## src/design/csd_pkg.sv

```systemverilog
// Package for the Cesaro spectral damping unit.
// Holds the sizes, register indexes and the controller/datapath structs.
// No dependencies.
package csd_pkg;

   // field sizes
   localparam int MAX_TRUNC   = 1023;
   localparam int COEFF_WIDTH = 32;
   localparam int DEG_W       = $clog2(MAX_TRUNC + 1);
   localparam int CFG_DEG_W   = 10;
   localparam int ORDER_W     = 16;

   // Q1.30 factor
   localparam int FACT_W = 31;
   localparam int FRAC_W = 30;
   localparam logic [FACT_W-1:0] Q30_ONE = FACT_W'(64'd1 << FRAC_W);

   // factor recurrence: a = T - n + 1, a8 = a in Q11.8, den = a8 + k
   localparam int A_W    = DEG_W + 1;
   localparam int A8_W   = A_W + 8;
   localparam int DEN_W  = ((A8_W > ORDER_W) ? A8_W : ORDER_W) + 1;
   localparam int NUM_W  = FACT_W + A8_W;
   localparam int STEP_W = $clog2(FACT_W + 1);

   // coefficient by factor product
   localparam int PROD_W = COEFF_WIDTH + FACT_W + 1;

   // register port
   localparam int CSR_IDX_W  = 2;
   localparam int CSR_DATA_W = 16;
   localparam logic [CSR_IDX_W-1:0] CSR_TRUNCATION    = 2'd0;
   localparam logic [CSR_IDX_W-1:0] CSR_CUTOFF_DEGREE = 2'd1;
   localparam logic [CSR_IDX_W-1:0] CSR_DAMPING_ORDER = 2'd2;

   localparam logic [CFG_DEG_W-1:0] TRUNCATION_RESET = 10'd1023;
   localparam logic [CFG_DEG_W-1:0] CUTOFF_RESET     = 10'd1;
   localparam logic [ORDER_W-1:0]   ORDER_RESET      = 16'd512;

   // controller to datapath
   typedef struct packed {
      logic accept;     // take the input beat, advance the counters
      logic prod_load;  // form the recurrence numerator and divisor
      logic div_start;  // launch the divider
      logic commit;     // load the result register; on the m=0 row, store the factor
   } cmd_type;

   // datapath to controller
   typedef struct packed {
      logic need_div;   // pending item is on the m=0 row at or above the cutoff
      logic div_done;
      logic out_free;
   } sts_type;

endpackage

```

## src/design/csd_ctrl.sv

```systemverilog
// Controller for the Cesaro spectral damping unit: sequences one beat at a time.
// Depends on csd_pkg.
module csd_ctrl (
   input  logic                clock,
   input  logic                reset,
   input  logic                req_valid,
   output logic                req_ready,
   input  csd_pkg::sts_type    sts,
   output csd_pkg::cmd_type    cmd
);

   typedef enum logic [2:0] {
      ST_IDLE,
      ST_PROD,
      ST_DIV_GO,
      ST_DIV,
      ST_MUL
   } state_type;

   state_type state_ff, state_in;
   logic      ready_ff, ready_in;

   // commands
   always_comb begin
      cmd           = '0;
      cmd.accept    = ready_ff && req_valid;
      cmd.prod_load = (state_ff == ST_PROD);
      cmd.div_start = (state_ff == ST_DIV_GO);
      cmd.commit    = (state_ff == ST_MUL) && sts.out_free;
   end

   // next state
   always_comb begin
      state_in = state_ff;
      case (state_ff)
         ST_IDLE: begin
            if (cmd.accept) state_in = sts.need_div ? ST_PROD : ST_MUL;
         end
         ST_PROD:   state_in = ST_DIV_GO;
         ST_DIV_GO: state_in = ST_DIV;
         ST_DIV: begin
            if (sts.div_done) state_in = ST_MUL;
         end
         ST_MUL: begin
            if (sts.out_free) state_in = ST_IDLE;
         end
         default:   state_in = ST_IDLE;
      endcase
      ready_in = (state_in == ST_IDLE);
   end

   always_ff @(posedge clock) begin
      if (reset) begin
         state_ff <= ST_IDLE;
         ready_ff <= 1'b1;
      end else begin
         state_ff <= state_in;
         ready_ff <= ready_in;
      end
   end

   assign req_ready = ready_ff;

endmodule

```

## config.mk

```make
export PLATFORM = sky130hd
export DESIGN_NAME = csd_ctrl
export DESIGN_NICKNAME = d
export VERILOG_FILES = /design/src/design/csd_pkg.sv /design/src/design/csd_ctrl.sv
export SDC_FILE = /design/constraint.sdc
export NUM_CORES = 1
export LEC_CHECK = 0
export ABC_CLOCK_PERIOD_IN_PS = 1090
export BUFFER_PORTS_ARGS = -buffer_cell sky130_fd_sc_hd__buf_2
export CAP_MARGIN = 25
export CORE_AREA = 2 2 39 41
export CTS_BUF_LIST = sky130_fd_sc_hd__clkbuf_8 sky130_fd_sc_hd__clkbuf_16
export CTS_CLUSTER_SIZE = 20
export DETAILED_ROUTE_END_ITERATION = 16
export DIE_AREA = 0 0 41 43
export MAX_ROUTING_LAYER = met4
export SLEW_MARGIN = 20
export SYNTH_ARGS = -nofsm -noshare
export SYNTH_HDL_FRONTEND = slang
export SYNTH_SLANG_ARGS = --single-unit
```

## constraint.sdc

```tcl
create_clock -name clock -period 1.09 [get_ports clock]
set_input_delay 0.0545 -clock clock [delete_from_list [all_inputs] [get_ports clock]]
set_output_delay 0.0545 -clock clock [all_outputs]
set_load 0.03 [all_outputs]
```

# --- Yosys cells after proc, flatten, opt, wreduce, memory -nomap -nowiden ---
# Cells that the tools add are included.
totals:
  output_inout_bits: 5
  ff_bits: 4
  wordCells: 15
classes:
  n_reduce_logical: 4
  n_eq_ne: 4
  mux: 5
op_table:
  columns: ["operator", "count"]
  rows:
  - ["3-bit case mux with 5 select lines", 1]
  - ["3-bit two-way mux", 4]
  - ["3-bit by 2-bit equality test with 1-bit output (second input constant)", 2]
  - ["3-bit logical NOT", 2]
  - ["3-bit by 1-bit equality test with 1-bit output (second input constant)", 1]
  - ["3-bit equality test (second input constant)", 1]
  - ["1-bit logical AND", 2]

# --- Longest topological paths before layout ---
depth:
  depth_word: 4
  mapped_depth: 4
  depth_no_buf: 4

# --- Worst setup path after synthesis ---
# OpenSTA, ideal clock, no wires.
synth_path:
  kind: "register to register"
  start: "register ready_ff (netlist: req_ready)"
  end: "register ready_ff (netlist: req_ready)"
  t_arrival_ps: 1103
  slack_ps: -139
  path_buffers: 0
  period_less_slack_ps: 1229
  path_stages_with_launch: 5
  path_cell_list: "dfxtp_1 -> and3b_1 -> a32oi_1 -> a211oi_2 -> nor3_2"
synth_via:
  elab_chain_len: 4
synth_rtl:
  columns: ["item", "line_no", "source"]
  rows:
  - ["start: declaration", "csd_ctrl.sv:21", "logic ready_ff, ready_in;"]
  - ["start signal: assignment", "csd_ctrl.sv:58", "ready_ff <= ready_in;"]
  - ["1-bit logical AND", "csd_ctrl.sv:26", "cmd.accept = ready_ff && req_valid;"]
  - ["3-bit two-way mux", "csd_ctrl.sv:37", "if (cmd.accept) state_in = sts.need_div ? ST_PROD : ST_MUL;"]
  - ["3-bit case mux with 5 select lines", "csd_ctrl.sv:35", "case (state_ff)"]
  - ["3-bit logical NOT", "csd_ctrl.sv:49", "ready_in = (state_in == ST_IDLE);"]
# Every way passes these cells.
# A chain may end at the register's enable or synchronous reset.

==> impl_metrics.py <==
metrics = {
    "power": {
        "ir_worst_vdd_v": 0.000468,
        "power_frac_comb": 0.314,
        "cellPowerDensity_nw_per_um2": 1850,
        "p_clk_frac": 0.417,
        "p_leak_nw": 0.173,
        "power_switching_w": 0.000227,
        "seqPwrFrac": 0.268,
        "p_int_w": 0.000517,
        "sw_frac_of_total": 0.306,
    },
    "global_route": {
        "grt_max_degree": 8,
        "grt_pass1_vias": 194,
        "grt.overflow.total": 0,
        "grt.total_usage": 0.0781,
        "grt_pass1_wl_um": 821,
        "antenna_found_initial": 0,
    },
    "clock_tree": {
        "clk_latency_ps": 220,
        "htreeDepth": 1,
        "cts_buffers": 3,
        "clock_path_buffers": 2,
        "clock-sinks": 4,
        "root_buffer": "clkbuf_8",
        "cts.clk_slew.worst_paths_ps": 30,
        "holdBufCountCts": 0,
        "cts_tree": "built",
    },
    "final_layout": {
        "fillers": 150,
        "seq_area_um2": 88.8,
        "multiInputGateArea_um2": 153,
        "fin_util": 0.290,
        "layout-drive-gt1-share": 0.711,
        "area_growth_syn_to_layout_pct": 91.1,
        "antenna_cells": 0,
        "nets": 46,
    },
    "worst_setup_path": {
        "start_kind": "flop",
        "crit_path_max_fanout": 6,
        "cp.required_ps": 1040,
        "r2r_setup_slack_ps": 40,
        "cp-end-kind": "output port",
        "worst-setup-path-type": "reg -> out",
        "cp_data_arrival_time_ps": 1040,
    },
    "sta": {
        "max_freq_mhz": 911,
        "worstMarginPinSlew_ps": 236,
        "setup_viol": 1,
        "post-route-min-period_ps": 1100,
        "layout_setup_ws_ps": -7.63,
        "slew_viol_final": 0,
        "finalHoldViolCount": 0,
        "fin_skew_ps": 1.56,
        "min_period_over_period": 1.01,
        "rsz0062_at_grt": "true",
        "slew_headroom": 0.841,
    },
    "drt": {
        "vias_per_cell": 4.19,
        "drcViolationCount": 0,
        "final_antenna_net_count": 0,
        "wirelength_um": 509,
        "via_count": 226,
        "drtIter0Drc": 0,
        "wl_per_cell_um": 9.43,
        "first_pass_iters": 1,
    },
    "synthesis": {
        "synth_cell_type_count": 16,
        "ys_warn_count": 0,
        "yosysTopAreaCell": "dfxtp_1",
        "syn-cell-area_um2": 210,
        "synth_area_leaders": "dfxtp_1 38%, nand3b_1 7.1%, nor3b_1 7.1%",
        "syn_avg_cell_area_um2": 10.0,
        "syn_nets": 27,
        "syn_inst": 21,
        "synth_seq_cells": 4,
        "yosysTopAreaCellShare": 0.381,
        "ys_seq_area_frac": 0.381,
    },
    "floorplanning": {
        "pin_count": 11,
        "die_h_um": 43,
        "die_area_um2": 1760,
        "core_um2": 1380,
        "die_w_um": 41,
        "initial_utilization": 0.152,
        "num_rows": 14,
    },
    "run": {
        "maxCapViolations": 0,
    },
    "placement": {
        "dp_hpwl_um": 370,
        "numPortBuffers": 10,
        "pre_cts_slack_ps": -6.76,
        "place_congestion": 0.627,
    },
    "worst_hold_path": {
        "worstHoldPathType": "in -> reg",
    },
    "status": {
        "violations": "negative setup slack",
        "status": "finished with violations",
    },
}
-- repair_timing --
item | 4_1_cts | 5_1_grt
gates cloned | 0 | 0
pin swaps | 2 | 4
resized for setup | 11 | 3
setup endpoints to repair | 4 | 5
buffers inserted | 1 | 0
-- state kept, by name, indices dropped and copies added (netlist names) --
signal and flops:
state_ff 3, req_ready 1
-- through the flow --
| stage | hold slack [ps] | cell area (um^2) | std cells | power, W | TNS [ps] |
|---|---|---|---|---|---|
| 2_1_floorplan | 131 | 211 | 21 | 0.000332 | -310 |
| 3_3_place_gp | 275 | 304 | 50 | 0.000399 | -13.5 |
| 3_5_place_dp | 270 | 304 | 50 | 0.000400 | -6.76 |
| 4_1_cts | 35.9 | 385 | 54 | 0.000743 | -16.6 |
| 5_1_grt | 67.7 | 402 | 54 | 0.000791 | -173 |
| 6_report | 56.8 | 402 | 54 | 0.000744 | -7.63 |
-- final cells by class --
cell class | count | share of cell area
clock buffers | 3 | 0.103
multi-input cells | 16 | 0.380
flip-flops and latches | 4 | 0.221
well taps | 16 | 0.0498
inverters | 1 | 0.00935
repair buffers | 14 | 0.237
-- per-layer routing --
metal | vias up | global-route usage | share of wire
li1 | 115 | - | -
met1 | 102 | 0.0801 | 0.35
met2 | 7 | 0.0938 | 0.51
met3 | 2 | 0.0471 | 0.096
met4 | 0 | 0.0800 | 0.037
met5 | - | - | 0
-- power by group through the flow --
stage / Combinational [W] / Sequential [W] / Clock (W)
after CTS: 0.000225 / 0.000199 / 0.000319
after floorplan: 0.000110 / 0.000222 / 0
after global routing: 0.000254 / 0.000204 / 0.000333
final: 0.000234 / 0.000200 / 0.000310
after detailed placement: 0.000201 / 0.000199 / 0
after global placement: 0.000201 / 0.000199 / 0
-- synth_stat cells --
| library cell | number |
|---|---|
| a211oi_2 | 1 |
| dfxtp_1 | 4 |
| and2_1 | 1 |
| a31oi_1 | 1 |
| nand4b_1 | 1 |
| and3_1 | 1 |
| nand2_1 | 1 |
| a32oi_1 | 1 |
| and3b_1 | 1 |
| inv_1 | 1 |
| nor2_4 | 1 |
| nand3b_1 | 2 |
| nor3b_1 | 2 |
| nor4_1 | 1 |
| and3_2 | 1 |
| nor3_2 | 1 |
-- layout by cell type (no fill, tap or decap), drive strengths merged --
cell,n
buf,14
dfxtp,4
clkbuf,3
nand3b,2
nor3b,2
and3,2
and2,1
nor2,1
inv,1
and3b,1
nand2,1
a32oi,1
a211oi,1
nand4b,1
a31oi,1
nor4,1
nor3,1
-- worst max-delay path, cell delays in order (launching register included) --
cell and delay (ps):
dfxtp_4 350, nor2_4 160, and3_4 200, buf_6 120
-- kinds of logic (layout without fill, tap and decap cells) --
logic type / Yosys count / after routing / synth area share
AND/OR/NAND/NOR: 13 / 13 / 0.470
AO/OA/AOI/OAI: 3 / 3 / 0.131
flip-flops: 4 / 4 / 0.381
buffers and inverters: 1 / 18 / 0.0178
-- path summary, 6_finish.rpt --
path | depth (start not counted) | endpoint | start
max | 3 | cmd[0] | state_ff[1]
min | 2 | state_ff[0] | reset
max reg2reg | 4 | req_ready | state_ff[1]
min reg2reg | 3 | state_ff[0] | state_ff[1]
Power figures use the tool's default switching activity.
